## src/rtl/vgr_pkg.sv

```systemverilog
// ----------------------------------------------------------------------------
// vgr_pkg: shared definitions for the volume gain ramp block
// Field widths, fixed-point formats, command codes, the unit request types
// and the table of fractional powers of two used by the gain conversion.
// ----------------------------------------------------------------------------
package vgr_pkg;

  // Field and state widths.
  localparam int SAMPLE_W  = 24;              // audio sample
  localparam int GAIN_FRAC = 24;              // fraction bits of a Q4 gain
  localparam int GAIN_W    = GAIN_FRAC + 4;   // reported gain, Q4.24
  localparam int RAMP_W    = 12;              // ramp length register
  localparam int EXTRA_W   = 12;              // extra fraction bits of the running gain
  localparam int TGT_W     = GAIN_W + 2;      // target gain, room for unsaturated levels
  localparam int CUR_W     = TGT_W + EXTRA_W; // running gain
  localparam int STEP_W    = CUR_W + 1;       // signed ramp step
  localparam int DIV_W     = CUR_W;           // magnitude of the ramp difference
  localparam int DIV_CNT_W = $clog2(DIV_W + 1);
  localparam int CDB_W     = 15;              // level in hundredths of a dB

  // Gain conversion.
  localparam int Q30        = 30;
  localparam int ROOT_W     = Q30 + 1;
  localparam int ROOT_COUNT = 10;
  localparam int K_W        = $clog2(ROOT_COUNT + 1);
  localparam int DB_SHIFT   = 16;             // the dB constant is Q16
  localparam int SHIFT_BIAS = Q30 - GAIN_FRAC;

  // Shared serial multiplier: signed multiplicand, unsigned multiplier.
  localparam int MC_W   = 32;
  localparam int MP_W   = ROOT_W;
  localparam int MCNT_W = $clog2(MP_W + 1);

  localparam logic [MP_W-1:0]   DB_TO_EXP_Q16  = MP_W'(111465);
  localparam logic [MCNT_W-1:0] MUL_STEPS_SMP  = MCNT_W'(TGT_W);
  localparam logic [MCNT_W-1:0] MUL_STEPS_DB   = MCNT_W'(17);
  localparam logic [MCNT_W-1:0] MUL_STEPS_ROOT = MCNT_W'(ROOT_W);

  localparam logic [RAMP_W-1:0] RAMP_RESET = RAMP_W'(240);

  // Item commands.
  localparam logic CMD_SAMPLE = 1'b0;
  localparam logic CMD_VOLUME = 1'b1;

  // Request to the serial multiplier.
  typedef struct packed {
    logic                     start;
    logic signed [MC_W-1:0]   mcand;
    logic        [MP_W-1:0]   mplier;
    logic        [MCNT_W-1:0] steps;
  } vgr_mul_req_t;

  // Request to the serial divider.
  typedef struct packed {
    logic              start;
    logic [DIV_W-1:0]  dividend;
    logic [RAMP_W-1:0] divisor;
  } vgr_div_req_t;

  typedef logic [ROOT_W-1:0] vgr_root_tab_t [ROOT_COUNT];

  // Integer square root, evaluated at elaboration only.
  function automatic logic [63:0] vgr_isqrt(input logic [63:0] n_in);
    logic [63:0] n;
    logic [63:0] res;
    logic [63:0] bv;
    n   = n_in;
    res = '0;
    bv  = 64'h4000_0000_0000_0000;
    for (int i = 0; i < 32; i++) begin
      if (n >= res + bv) begin
        n   = n - (res + bv);
        res = (res >> 1) + bv;
      end else begin
        res = res >> 1;
      end
      bv = bv >> 2;
    end
    return res;
  endfunction

  // Factors 2^(2^-k) in Q30 for k = 1..10, by repeated square roots of 2.0.
  function automatic vgr_root_tab_t vgr_gen_roots();
    logic [63:0]   r;
    vgr_root_tab_t tab;
    r = 64'd1 << 31;
    for (int k = 0; k < ROOT_COUNT; k++) begin
      r      = vgr_isqrt(r << Q30);
      tab[k] = r[ROOT_W-1:0];
    end
    return tab;
  endfunction

  localparam vgr_root_tab_t ROOT_TAB = vgr_gen_roots();

endpackage

```

## src/rtl/vgr_if.sv

```systemverilog
// ----------------------------------------------------------------------------
// vgr_if: valid/ready channels of the volume gain ramp block
// One interface for the input items and one for the result items.
// ----------------------------------------------------------------------------
interface vgr_in_if import vgr_pkg::*; ();
  logic                       valid;
  logic                       ready;
  logic                       command;
  logic signed [SAMPLE_W-1:0] sample_in;
  logic                       frame_start;
  logic signed [CDB_W-1:0]    volume_centi_db;

  modport source (output valid, command, sample_in, frame_start, volume_centi_db,
                  input ready);
  modport sink (input valid, command, sample_in, frame_start, volume_centi_db,
                output ready);
endinterface

interface vgr_out_if import vgr_pkg::*; ();
  logic                       valid;
  logic                       ready;
  logic signed [SAMPLE_W-1:0] sample_out;
  logic        [GAIN_W-1:0]   gain_used;

  modport source (output valid, sample_out, gain_used, input ready);
  modport sink (input valid, sample_out, gain_used, output ready);
endinterface

```

## src/rtl/vgr_smul.sv

```systemverilog
// ----------------------------------------------------------------------------
// vgr_smul: bit-serial shift-add multiplier
// Signed multiplicand times unsigned multiplier, one multiplier bit per cycle.
// After N steps the low N product bits sit at the top of prod_lo and the
// upper product bits in prod_hi.
// ----------------------------------------------------------------------------
module vgr_smul import vgr_pkg::*; (
  input  logic                   clk,
  input  logic                   rst_n,
  input  vgr_mul_req_t           req,
  output logic                   busy,
  output logic signed [MC_W-1:0] prod_hi,
  output logic        [MP_W-1:0] prod_lo
);

  logic                   busy_r;
  logic [MCNT_W-1:0]      cnt_r;
  logic signed [MC_W-1:0] m_r;
  logic signed [MC_W-1:0] hi_r;
  logic [MP_W-1:0]        lo_r;
  logic [MC_W-1:0]        addend;
  logic [MC_W:0]          sum;

  // Add the multiplicand when the current multiplier bit is set.
  always_comb begin
    addend = lo_r[0] ? m_r : '0;
    sum    = {hi_r[MC_W-1], hi_r} + {addend[MC_W-1], addend};
  end

  // Step counter.
  always_ff @(posedge clk) begin
    if (!rst_n) begin
      busy_r <= 1'b0;
      cnt_r  <= '0;
    end else if (req.start) begin
      busy_r <= 1'b1;
      cnt_r  <= req.steps;
    end else if (busy_r) begin
      cnt_r <= cnt_r - MCNT_W'(1);
      if (cnt_r == MCNT_W'(1)) begin
        busy_r <= 1'b0;
      end
    end
  end

  // Partial product shifts right; product bits move into the multiplier word.
  always_ff @(posedge clk) begin
    if (req.start) begin
      m_r  <= req.mcand;
      hi_r <= '0;
      lo_r <= req.mplier;
    end else if (busy_r) begin
      hi_r <= sum[MC_W:1];
      lo_r <= {sum[0], lo_r[MP_W-1:1]};
    end
  end

  assign busy    = busy_r;
  assign prod_hi = hi_r;
  assign prod_lo = lo_r;

endmodule

```

## src/rtl/vgr_sdiv.sv

```systemverilog
// ----------------------------------------------------------------------------
// vgr_sdiv: bit-serial restoring divider
// Unsigned dividend by the ramp length, one quotient bit per cycle.
// ----------------------------------------------------------------------------
module vgr_sdiv import vgr_pkg::*; (
  input  logic             clk,
  input  logic             rst_n,
  input  vgr_div_req_t     req,
  output logic             busy,
  output logic [DIV_W-1:0] quotient
);

  logic                 busy_r;
  logic [DIV_CNT_W-1:0] cnt_r;
  logic [DIV_W-1:0]     quo_r;
  logic [RAMP_W-1:0]    rem_r;
  logic [RAMP_W-1:0]    d_r;
  logic [RAMP_W:0]      trial;
  logic [RAMP_W:0]      diff;
  logic                 fits;

  // One trial subtraction per cycle.
  always_comb begin
    trial = {rem_r, quo_r[DIV_W-1]};
    diff  = trial - {1'b0, d_r};
    fits  = trial >= {1'b0, d_r};
  end

  // Step counter.
  always_ff @(posedge clk) begin
    if (!rst_n) begin
      busy_r <= 1'b0;
      cnt_r  <= '0;
    end else if (req.start) begin
      busy_r <= 1'b1;
      cnt_r  <= DIV_CNT_W'(DIV_W);
    end else if (busy_r) begin
      cnt_r <= cnt_r - DIV_CNT_W'(1);
      if (cnt_r == DIV_CNT_W'(1)) begin
        busy_r <= 1'b0;
      end
    end
  end

  // Dividend bits shift out the top while quotient bits shift in below.
  always_ff @(posedge clk) begin
    if (req.start) begin
      quo_r <= req.dividend;
      rem_r <= '0;
      d_r   <= req.divisor;
    end else if (busy_r) begin
      quo_r <= {quo_r[DIV_W-2:0], fits};
      rem_r <= fits ? diff[RAMP_W-1:0] : trial[RAMP_W-1:0];
    end
  end

  assign busy     = busy_r;
  assign quotient = quo_r;

endmodule

```

## src/rtl/volume_gain_with_linear_ramp.sv

```systemverilog
// Sample transaction: the result is registered after a 30-step serial multiply once the
//   output register is free; the next item is accepted after the result is registered.
// Volume transaction: 17-step dB multiply, up to ten 31-step root multiplies, up to
//   34 one-bit shift steps and, after the first level, a 42-step divide; no result.
// Reset (synchronous, active low): unity gain, no ramp, ramp_frames 240, no clearing pass.
// ----------------------------------------------------------------------------
// volume_gain_with_linear_ramp: volume control with a linear gain ramp
// Converts levels in hundredths of a dB to a linear gain, ramps the gain over
// a number of frames and multiplies each sample by it with rounding and
// saturation.
// ----------------------------------------------------------------------------
module volume_gain_with_linear_ramp import vgr_pkg::*; (
  input  logic              clk,
  input  logic              rst_n,
  vgr_in_if.sink            in_ch,
  vgr_out_if.source         out_ch,
  input  logic              cfg_we,
  input  logic [RAMP_W-1:0] cfg_wdata
);

  localparam int RSH_W  = 6;
  localparam int FRAC_W = ROOT_COUNT;
  localparam int E_W    = 17;
  localparam int IP_W   = E_W - FRAC_W;
  localparam int SMP_LO = MP_W - TGT_W;
  localparam int DB_LO  = MP_W - 17;
  localparam int EXT_W  = MC_W + TGT_W - GAIN_FRAC;

  localparam logic [ROOT_W-1:0] ONE_Q30   = ROOT_W'(1) << Q30;
  localparam logic [TGT_W-1:0]  GAIN_MAXT = TGT_W'({GAIN_W{1'b1}});
  localparam logic signed [EXT_W-1:0] SAT_HI = EXT_W'((1 << (SAMPLE_W - 1)) - 1);
  localparam logic signed [EXT_W-1:0] SAT_LO = ~SAT_HI;

  typedef enum logic [3:0] {
    ST_IDLE, ST_ADV, ST_MUL_SMP, ST_MUL_DB, ST_ROOT, ST_ROOT_MUL,
    ST_SHIFT, ST_APPLY, ST_DIV_GO, ST_DIV
  } state_t;

  state_t state_r, state_nxt;

  logic [RAMP_W-1:0]          ramp_frames_r;
  logic [CUR_W-1:0]           cur_r, cur_nxt;
  logic [TGT_W-1:0]           tgt_r, tgt_nxt;
  logic [STEP_W-1:0]          step_r, step_nxt;
  logic [RAMP_W-1:0]          left_r, left_nxt;
  logic                       set_r, set_nxt;
  logic                       out_valid_r, out_valid_nxt;
  logic signed [SAMPLE_W-1:0] out_sample_r, out_sample_nxt;
  logic [GAIN_W-1:0]          out_gain_r, out_gain_nxt;

  logic signed [SAMPLE_W-1:0] smp_r, smp_nxt;
  logic                       fs_r, fs_nxt;
  logic [ROOT_W-1:0]          p_r, p_nxt;
  logic [K_W-1:0]             k_r, k_nxt;
  logic [FRAC_W-1:0]          frac_r, frac_nxt;
  logic                       gsat_r, gsat_nxt;
  logic [RSH_W-1:0]           rsh_r, rsh_nxt;
  logic [STEP_W-1:0]          diff_r, diff_nxt;

  vgr_mul_req_t           mul_req;
  vgr_div_req_t           div_req;
  logic                   mul_busy;
  logic signed [MC_W-1:0] mul_hi;
  logic [MP_W-1:0]        mul_lo;
  logic                   div_busy;
  logic [DIV_W-1:0]       div_quo;

  logic                   acc_in;
  logic                   out_free;
  logic [RAMP_W-1:0]      frames;
  logic [CUR_W-1:0]       snap;
  logic                   adv;
  logic [CUR_W-1:0]       cur_adv;
  logic [MC_W-1:0]        smp_ext;
  logic [MC_W-1:0]        cdb_ext;
  logic [EXT_W-1:0]       y_ext;
  logic [EXT_W-1:0]       y_sum;
  logic [SAMPLE_W-1:0]    y_sat;
  logic [E_W-1:0]         e10;
  logic [IP_W-1:0]        ipart;
  logic [IP_W-1:0]        rsh_full;
  logic [ROOT_W-1:0]      root_prod;
  logic [STEP_W-1:0]      mag;

  // Serial arithmetic units.
  vgr_smul u_smul (
    .clk     (clk),
    .rst_n   (rst_n),
    .req     (mul_req),
    .busy    (mul_busy),
    .prod_hi (mul_hi),
    .prod_lo (mul_lo)
  );

  vgr_sdiv u_sdiv (
    .clk      (clk),
    .rst_n    (rst_n),
    .req      (div_req),
    .busy     (div_busy),
    .quotient (div_quo)
  );

  // Handshakes and shared views of the state.
  always_comb begin
    acc_in   = in_ch.valid && (state_r == ST_IDLE);
    out_free = !out_valid_r || out_ch.ready;
    frames   = (ramp_frames_r == '0) ? RAMP_W'(1) : ramp_frames_r;
    snap     = {tgt_r, {EXTRA_W{1'b0}}};
    smp_ext  = {{(MC_W - SAMPLE_W){smp_r[SAMPLE_W-1]}}, smp_r};
    cdb_ext  = {{(MC_W - CDB_W){in_ch.volume_centi_db[CDB_W-1]}}, in_ch.volume_centi_db};
    mag      = diff_r[STEP_W-1] ? (-diff_r) : diff_r;
  end

  // Gain advance on a frame start while a ramp runs; it lands on the target.
  always_comb begin
    adv = fs_r && (left_r != '0);
    if (!adv) begin
      cur_adv = cur_r;
    end else if (left_r == RAMP_W'(1)) begin
      cur_adv = snap;
    end else begin
      cur_adv = cur_r + step_r[CUR_W-1:0];
    end
  end

  // Sample result: round half up at bit 23 of the product, then saturate.
  always_comb begin
    y_ext = {mul_hi, mul_lo[MP_W-1:SMP_LO+GAIN_FRAC]};
    y_sum = y_ext + EXT_W'(mul_lo[SMP_LO+GAIN_FRAC-1]);
    if ($signed(y_sum) > SAT_HI) begin
      y_sat = SAT_HI[SAMPLE_W-1:0];
    end else if ($signed(y_sum) < SAT_LO) begin
      y_sat = SAT_LO[SAMPLE_W-1:0];
    end else begin
      y_sat = y_sum[SAMPLE_W-1:0];
    end
  end

  // Exponent in Q10 from the dB product, and the root-factor product in Q30.
  always_comb begin
    e10 = {mul_hi[E_W-2:0], mul_lo[MP_W-1:DB_LO+DB_SHIFT]}
          + E_W'(mul_lo[DB_LO+DB_SHIFT-1]);
    ipart     = e10[E_W-1:FRAC_W];
    rsh_full  = IP_W'(SHIFT_BIAS) - ipart;
    root_prod = {mul_hi[ROOT_W-2:0], mul_lo[MP_W-1]};
  end

  // Sequencer next state and unit requests.
  always_comb begin
    state_nxt      = state_r;
    cur_nxt        = cur_r;
    tgt_nxt        = tgt_r;
    step_nxt       = step_r;
    left_nxt       = left_r;
    set_nxt        = set_r;
    out_valid_nxt  = out_valid_r;
    out_sample_nxt = out_sample_r;
    out_gain_nxt   = out_gain_r;
    smp_nxt        = smp_r;
    fs_nxt         = fs_r;
    p_nxt          = p_r;
    k_nxt          = k_r;
    frac_nxt       = frac_r;
    gsat_nxt       = gsat_r;
    rsh_nxt        = rsh_r;
    diff_nxt       = diff_r;

    mul_req.start  = 1'b0;
    mul_req.mcand  = smp_ext;
    mul_req.mplier = {1'b0, cur_adv[CUR_W-1:EXTRA_W]};
    mul_req.steps  = MUL_STEPS_SMP;

    div_req.start    = 1'b0;
    div_req.dividend = mag[DIV_W-1:0];
    div_req.divisor  = frames;

    if (out_valid_r && out_ch.ready) begin
      out_valid_nxt = 1'b0;
    end

    unique case (state_r)
      ST_IDLE: begin
        if (acc_in) begin
          smp_nxt = in_ch.sample_in;
          fs_nxt  = in_ch.frame_start;
          if (in_ch.command == CMD_VOLUME) begin
            mul_req.start  = 1'b1;
            mul_req.mcand  = cdb_ext;
            mul_req.mplier = DB_TO_EXP_Q16;
            mul_req.steps  = MUL_STEPS_DB;
            state_nxt      = ST_MUL_DB;
          end else begin
            state_nxt = ST_ADV;
          end
        end
      end
      ST_ADV: begin
        mul_req.start = 1'b1;
        cur_nxt       = cur_adv;
        if (adv) begin
          left_nxt = left_r - RAMP_W'(1);
        end
        state_nxt = ST_MUL_SMP;
      end
      ST_MUL_SMP: begin
        if (!mul_busy && out_free) begin
          out_valid_nxt  = 1'b1;
          out_sample_nxt = y_sat;
          out_gain_nxt   = cur_r[GAIN_W+EXTRA_W-1:EXTRA_W];
          state_nxt      = ST_IDLE;
        end
      end
      ST_MUL_DB: begin
        if (!mul_busy) begin
          frac_nxt  = e10[FRAC_W-1:0];
          gsat_nxt  = $signed(ipart) >= $signed(IP_W'(SHIFT_BIAS));
          rsh_nxt   = rsh_full[RSH_W-1:0];
          p_nxt     = ONE_Q30;
          k_nxt     = '0;
          state_nxt = ST_ROOT;
        end
      end
      ST_ROOT: begin
        if (k_r == K_W'(ROOT_COUNT)) begin
          if (gsat_r) begin
            tgt_nxt   = GAIN_MAXT;
            state_nxt = ST_APPLY;
          end else begin
            state_nxt = ST_SHIFT;
          end
        end else if (frac_r[FRAC_W-1]) begin
          mul_req.start  = 1'b1;
          mul_req.mcand  = {1'b0, p_r};
          mul_req.mplier = ROOT_TAB[k_r];
          mul_req.steps  = MUL_STEPS_ROOT;
          state_nxt      = ST_ROOT_MUL;
        end else begin
          k_nxt    = k_r + K_W'(1);
          frac_nxt = frac_r << 1;
        end
      end
      ST_ROOT_MUL: begin
        if (!mul_busy) begin
          p_nxt     = root_prod;
          k_nxt     = k_r + K_W'(1);
          frac_nxt  = frac_r << 1;
          state_nxt = ST_ROOT;
        end
      end
      ST_SHIFT: begin
        // Truncating right shift into Q6.24, one bit per cycle.
        if (rsh_r == '0) begin
          tgt_nxt   = p_r[TGT_W-1:0];
          state_nxt = ST_APPLY;
        end else begin
          p_nxt   = p_r >> 1;
          rsh_nxt = rsh_r - RSH_W'(1);
        end
      end
      ST_APPLY: begin
        if (!set_r) begin
          cur_nxt   = snap;
          step_nxt  = '0;
          left_nxt  = '0;
          set_nxt   = 1'b1;
          state_nxt = ST_IDLE;
        end else begin
          diff_nxt  = {1'b0, snap} - {1'b0, cur_r};
          state_nxt = ST_DIV_GO;
        end
      end
      ST_DIV_GO: begin
        div_req.start = 1'b1;
        state_nxt     = ST_DIV;
      end
      ST_DIV: begin
        // Quotient truncates toward zero, so the sign is applied afterwards.
        if (!div_busy) begin
          step_nxt  = diff_r[STEP_W-1] ? (-{1'b0, div_quo}) : {1'b0, div_quo};
          left_nxt  = frames;
          state_nxt = ST_IDLE;
        end
      end
      default: begin
        state_nxt = ST_IDLE;
      end
    endcase
  end

  // State, gain state and registered outputs.
  always_ff @(posedge clk) begin
    out_sample_r <= out_sample_nxt;
    out_gain_r   <= out_gain_nxt;
    if (!rst_n) begin
      state_r       <= ST_IDLE;
      ramp_frames_r <= RAMP_RESET;
      cur_r         <= CUR_W'(1) << (GAIN_FRAC + EXTRA_W);
      tgt_r         <= TGT_W'(1) << GAIN_FRAC;
      step_r        <= '0;
      left_r        <= '0;
      set_r         <= 1'b0;
      out_valid_r   <= 1'b0;
    end else begin
      state_r     <= state_nxt;
      cur_r       <= cur_nxt;
      tgt_r       <= tgt_nxt;
      step_r      <= step_nxt;
      left_r      <= left_nxt;
      set_r       <= set_nxt;
      out_valid_r <= out_valid_nxt;
      if (cfg_we) begin
        ramp_frames_r <= cfg_wdata;
      end
    end
  end

  // Working registers of the current transaction.
  always_ff @(posedge clk) begin
    smp_r        <= smp_nxt;
    fs_r         <= fs_nxt;
    p_r          <= p_nxt;
    k_r          <= k_nxt;
    frac_r       <= frac_nxt;
    gsat_r       <= gsat_nxt;
    rsh_r        <= rsh_nxt;
    diff_r       <= diff_nxt;
  end

  assign in_ch.ready       = (state_r == ST_IDLE);
  assign out_ch.valid      = out_valid_r;
  assign out_ch.sample_out = out_sample_r;
  assign out_ch.gain_used  = out_gain_r;

endmodule

```

## src/flat_wrapper.sv

```systemverilog
// flat-port wrapper written by rule: the top's interface ports become plain ports
module volume_gain_with_linear_ramp_flat import vgr_pkg::*;
  (clk, rst_n, cfg_we, cfg_wdata, in_ch_valid, in_ch_command, in_ch_sample_in, in_ch_frame_start, in_ch_volume_centi_db, in_ch_ready, out_ch_valid, out_ch_sample_out, out_ch_gain_used, out_ch_ready);
  vgr_in_if in_ch_i ();
  vgr_out_if out_ch_i ();
  input  logic clk;
  input  logic rst_n;
  input  logic cfg_we;
  input  logic [RAMP_W-1:0] cfg_wdata;
  input wire logic [$bits(in_ch_i.valid)-1:0] in_ch_valid;
  input wire logic [$bits(in_ch_i.command)-1:0] in_ch_command;
  input wire logic [$bits(in_ch_i.sample_in)-1:0] in_ch_sample_in;
  input wire logic [$bits(in_ch_i.frame_start)-1:0] in_ch_frame_start;
  input wire logic [$bits(in_ch_i.volume_centi_db)-1:0] in_ch_volume_centi_db;
  output wire logic [$bits(in_ch_i.ready)-1:0] in_ch_ready;
  output wire logic [$bits(out_ch_i.valid)-1:0] out_ch_valid;
  output wire logic [$bits(out_ch_i.sample_out)-1:0] out_ch_sample_out;
  output wire logic [$bits(out_ch_i.gain_used)-1:0] out_ch_gain_used;
  input wire logic [$bits(out_ch_i.ready)-1:0] out_ch_ready;
  assign in_ch_i.valid = in_ch_valid;
  assign in_ch_i.command = in_ch_command;
  assign in_ch_i.sample_in = in_ch_sample_in;
  assign in_ch_i.frame_start = in_ch_frame_start;
  assign in_ch_i.volume_centi_db = in_ch_volume_centi_db;
  assign in_ch_ready = in_ch_i.ready;
  assign out_ch_valid = out_ch_i.valid;
  assign out_ch_sample_out = out_ch_i.sample_out;
  assign out_ch_gain_used = out_ch_i.gain_used;
  assign out_ch_i.ready = out_ch_ready;
  volume_gain_with_linear_ramp u_core (.clk(clk), .rst_n(rst_n), .in_ch(in_ch_i), .out_ch(out_ch_i), .cfg_we(cfg_we), .cfg_wdata(cfg_wdata));
endmodule
```

## config.mk

```make
export PLATFORM = sky130hd
export DESIGN_NAME = volume_gain_with_linear_ramp_flat
export DESIGN_NICKNAME = d
export VERILOG_FILES = /design/src/rtl/vgr_pkg.sv /design/src/rtl/vgr_if.sv /design/src/rtl/vgr_smul.sv /design/src/rtl/vgr_sdiv.sv /design/src/rtl/volume_gain_with_linear_ramp.sv /design/src/flat_wrapper.sv
export SDC_FILE = /design/constraint.sdc
export NUM_CORES = 1
export LEC_CHECK = 0
export BUFFER_PORTS_ARGS = -buffer_cell sky130_fd_sc_hd__buf_4
export CELL_PAD_IN_SITES_DETAIL_PLACEMENT = 0
export CELL_PAD_IN_SITES_GLOBAL_PLACEMENT = 1
export CORE_MARGIN = 5
export CORE_UTILIZATION = 25
export DETAILED_ROUTE_END_ITERATION = 7
export HOLD_SLACK_MARGIN = 0.06
export PLACE_DENSITY = 0.47
export SLEW_MARGIN = 30
export SYNTH_ARGS = -nofsm -noshare
export SYNTH_HDL_FRONTEND = slang
export SYNTH_SLANG_ARGS = --single-unit
```

## constraint.sdc

```tcl
create_clock -name clk -period 7.9 [get_ports clk]
set_input_delay 0.79 -clock clk [delete_from_list [all_inputs] [get_ports clk]]
set_output_delay 0.79 -clock clk [all_outputs]
set_load 0.03 [all_outputs]
```

==> results_dict.tcl <==
set metrics [dict create \
    status "completed" \
    post_cts_buffers 0 \
    grt_pass1_wl_mm 155 \
    postCtsHoldBufs 0 \
    dp_hpwl_mm 77.6 \
    stdcell_area_sq_um 33600 \
    ant_nets 0 \
    synthTopCellsByArea "edfxtp_1, dfxtp_1, ha_1" \
    crit_path_start "u_core.u_smul.prod_lo[0]$_DFFE_PP_" \
    die_w_microns 349 \
    crit_chain "nand2_1, inv_1, ha_1, a21o_1, a21o_1, a21oi_1, o21ai_0, a221oi_1, o211ai_1, a221oi_1, o31ai_1, xor2_1, mux2i_1, nor2_1" \
    timing.fmax_ghz 0.217 \
    drt-initial-drc-count 1755 \
    multi_input_area_sq_um 15000 \
    report.final.slew_viol_count 0 \
    core_area_sq_um 114000 \
    busiest_layer "met2" \
    cts_sinks 490 \
    synth_top_area_cell "edfxtp_1" \
    synth_cell_types 81 \
    pwr-share-clk_pct 24.4 \
    grt_overflow 0 \
    netlist.area_leader.share_pct 30.1 \
    hold_path_class "input port to flip-flop" \
    grt_use_met3_pct 1.94 \
    ys_seq_elements 490 \
    wl_per_cell_microns 22.0 \
    power_frac_seq_pct 31.9 \
    grt_max_degree 80 \
    gp_congestion 0.876 \
    rsz0062_at_grt "false" \
    synth_ff_type "edfxtp_1" \
    via_per_inst 5.01 \
    yosysWarnings 0 \
    layout-drive-gt1-share_pct 9.86 \
    cts.repair.resized 0 \
    hold_viol 0 \
    crit_fanout 32 \
    cts_root_buf "clkbuf_16" \
    cts_tree "built" \
    fin_crit_ns 4.62 \
    vias 23800 \
    setup_slack_ns 3.28 \
    grt_pass1_vias 23500 \
    io_buffers 111 \
    synthesis.instances 3136 \
    async_reset_ff_share_pct 0 \
    fin_util_pct 29.4 \
    start_util_pct 25.2 \
    p_per_area_nw_per_um2 385 \
    p_int_w 0.00751 \
    dpl_cell_area_sq_um 31300 \
    p_sw_w 0.00544 \
    antenna_found_initial 1 \
    vdd.ir_drop.worst_mv 0.277 \
    mappedNetlistArea_sq_um 28800 \
    period_share_pct 58.5 \
    synth-edff-count 289 \
    slowest_delay_ns 0.93 \
    num_io_pins 112 \
    numCtsBuffers 68 \
    grt_use_total_pct 16.6 \
    timing.slew.headroom_pct 37.6 \
    critical_path_required_ns 8.37 \
    worstMarginPinSlew_ns 0.935 \
    regArea_sq_um 12700 \
    fin_nets 3378 \
    syn_avg_cell_area_sq_um 9.19 \
    total_power_w 0.0129 \
    comb_power_share_pct 43.7 \
    r2r-start "u_core.u_smul.prod_lo[0]$_DFFE_PP_" \
    syn_nets 3334 \
    grt_use_met2_pct 27.8 \
    path_class "flip-flop to flip-flop" \
    critPathLaunchType "flip-flop" \
    clk_pin_slew_worst_paths_ns 0.06 \
    cp-end-kind "flip-flop" \
    synth-seq-area-share_pct 44.1 \
    use_met1_pct 22.9 \
    slowest_stage "edfxtp_1" \
    finClkSkew_ns 0.0269 \
    clk_path_buf_depth 3 \
    swShare_pct 42.0 \
    drc 0 \
    critPathArrivalTime_ns 5.09 \
    area_growth_pct 16.6 \
    drt_wl_total_mm 104 \
    fin_setup_tns_ns 0 \
    htree_levels 3 \
    dieArea_sq_um 122000 \
    rows 124 \
    die_h_microns 349 \
    setup_viol 0 \
    place_ws_ns 3.26 \
    clock_latency_ns 0.62 \
    drv_cap 0 \
    p_leak_nw 12.9 \
    first_pass_iters 5 \
    fillers 12000 \
    min_from "in_ch_sample_in[12]" \
]
## cells in the mapped netlist (51+ instances only)
master    count
mux2i_1      51
nor2_1      255
inv_1       140
nand2_1     293
nand3_1      92
xnor2_1     137
edfxtp_1    289
a21oi_1     239
nor3_1       68
clkbuf_1    163
xor2_1      112
o21ai_1      58
o21ai_0     202
dfxtp_1     201
a21o_1       74
ha_1        137
## layout make-up
type                            instances  share of cell area [%]
Timing Repair Buffer                  155                    3.46
Tap cell                             1512                    5.63
Multi-Input combinational cell       2322                    44.6
Clock buffer                           99                    6.03
Clock inverter                         26                   0.801
Sequential cell                       490                    37.8
Antenna cell                            1                 0.00745
Inverter                              143                    1.61
## logic make-up (layout without fill, tap and decap cells)
| logic type | Yosys count | after routing | synth area share [%] |
|---|---|---|---|
| fa+ha+maj | 140 | 140 | 6.16 |
| buf+inv | 324 | 423 | 4.22 |
| mux | 54 | 54 | 1.89 |
| other cells | 0 | 1 | 0 |
| xor+xnor | 249 | 249 | 7.57 |
| compound gates | 934 | 934 | 20.7 |
| flops | 490 | 490 | 44.1 |
| simple gates | 945 | 945 | 15.4 |
## worst paths after layout
| check | endpoint | slack [ns] | cells past startpoint |
|---|---|---|---|
| hold reg to reg | u_core.step_r[0]$_SDFFE_PN0P_ | 0.48 | 2 |
| setup / recovery | u_core.u_smul.prod_hi[28]$_SDFFE_PP0P_ | 3.28 | 14 |
| setup reg to reg | u_core.u_smul.prod_hi[28]$_SDFFE_PP0P_ | 3.28 | 14 |
| hold / removal | u_core.smp_r[12]$_DFFE_PP_ | 0.34 | 1 |
## worst max-delay path, delay by kind of cell, from the launching register on
| family | cells | cell delay [ns] |
|---|---|---|
| adders and majority gates | 1 | 0.23 |
| DFF | 1 | 0.93 |
| and+or+nand+nor | 2 | 0.26 |
| muxes | 1 | 0.16 |
| xor gates and xnor gates | 1 | 0.18 |
| AOI/OAI and AO/OA | 8 | 2.59 |
| buffers and inverters | 1 | 0.13 |
## power groups by stage
stage	combinational (W)	clock [W]	sequential [W]
floorplan	0.00387	0	0.00399
global placement	0.00569	0	0.00420
detailed placement	0.00567	0	0.00420
CTS	0.00571	0.00327	0.00415
global route	0.00625	0.00339	0.00419
finish	0.00565	0.00316	0.00413
## stage by stage
stage	hold WS, ns	std cells
finish	0.345	4748
detailed placement	0.468	4622
global route	0.311	4747
global placement	0.465	4622
floorplan	0.432	3136
CTS	0.289	4747
## registers in the layout, indices dropped and copies added (netlist names), 31 cells and up
| register | flops |
|---|---|
| u_core.cur_r | 42 |
| u_core.diff_r | 43 |
| u_core.p_r | 31 |
| u_core.step_r | 42 |
| u_core.u_sdiv.quotient | 42 |
| u_core.u_smul.m_r | 32 |
| u_core.u_smul.prod_hi | 32 |
| u_core.u_smul.prod_lo | 31 |
## per-layer routing
| layer | vias to the layer above | part of all wire, % |
|---|---|---|
| met4 | 0 | 2.2 |
| met2 | 519 | 47 |
| met3 | 119 | 3.7 |
| li1 | 11500 | - |
| met1 | 11600 | 47 |
| met5 | - | 0 |
## placed cells by master, fill, tap and decap left out, types with 49 or more instances in the layout
| cell | synthesis | routed |
|---|---|---|
| ha_1 | 137 | 137 |
| nand3_1 | 92 | 92 |
| xor2_1 | 112 | 112 |
| inv_1 | 140 | 139 |
| nand2_1 | 293 | 292 |
| dfxtp_1 | 201 | 200 |
| xnor2_1 | 137 | 137 |
| o21ai_0 | 202 | 200 |
| nor3_1 | 68 | 65 |
| buf_4 | 0 | 155 |
| clkbuf_16 | 0 | 73 |
| a21oi_1 | 239 | 239 |
| a21o_1 | 74 | 74 |
| mux2i_1 | 51 | 51 |
| a22oi_1 | 49 | 49 |
| nor2_1 | 255 | 246 |
| o21ai_1 | 58 | 59 |
| edfxtp_1 | 289 | 289 |
Power figures use the tool's default switching activity.
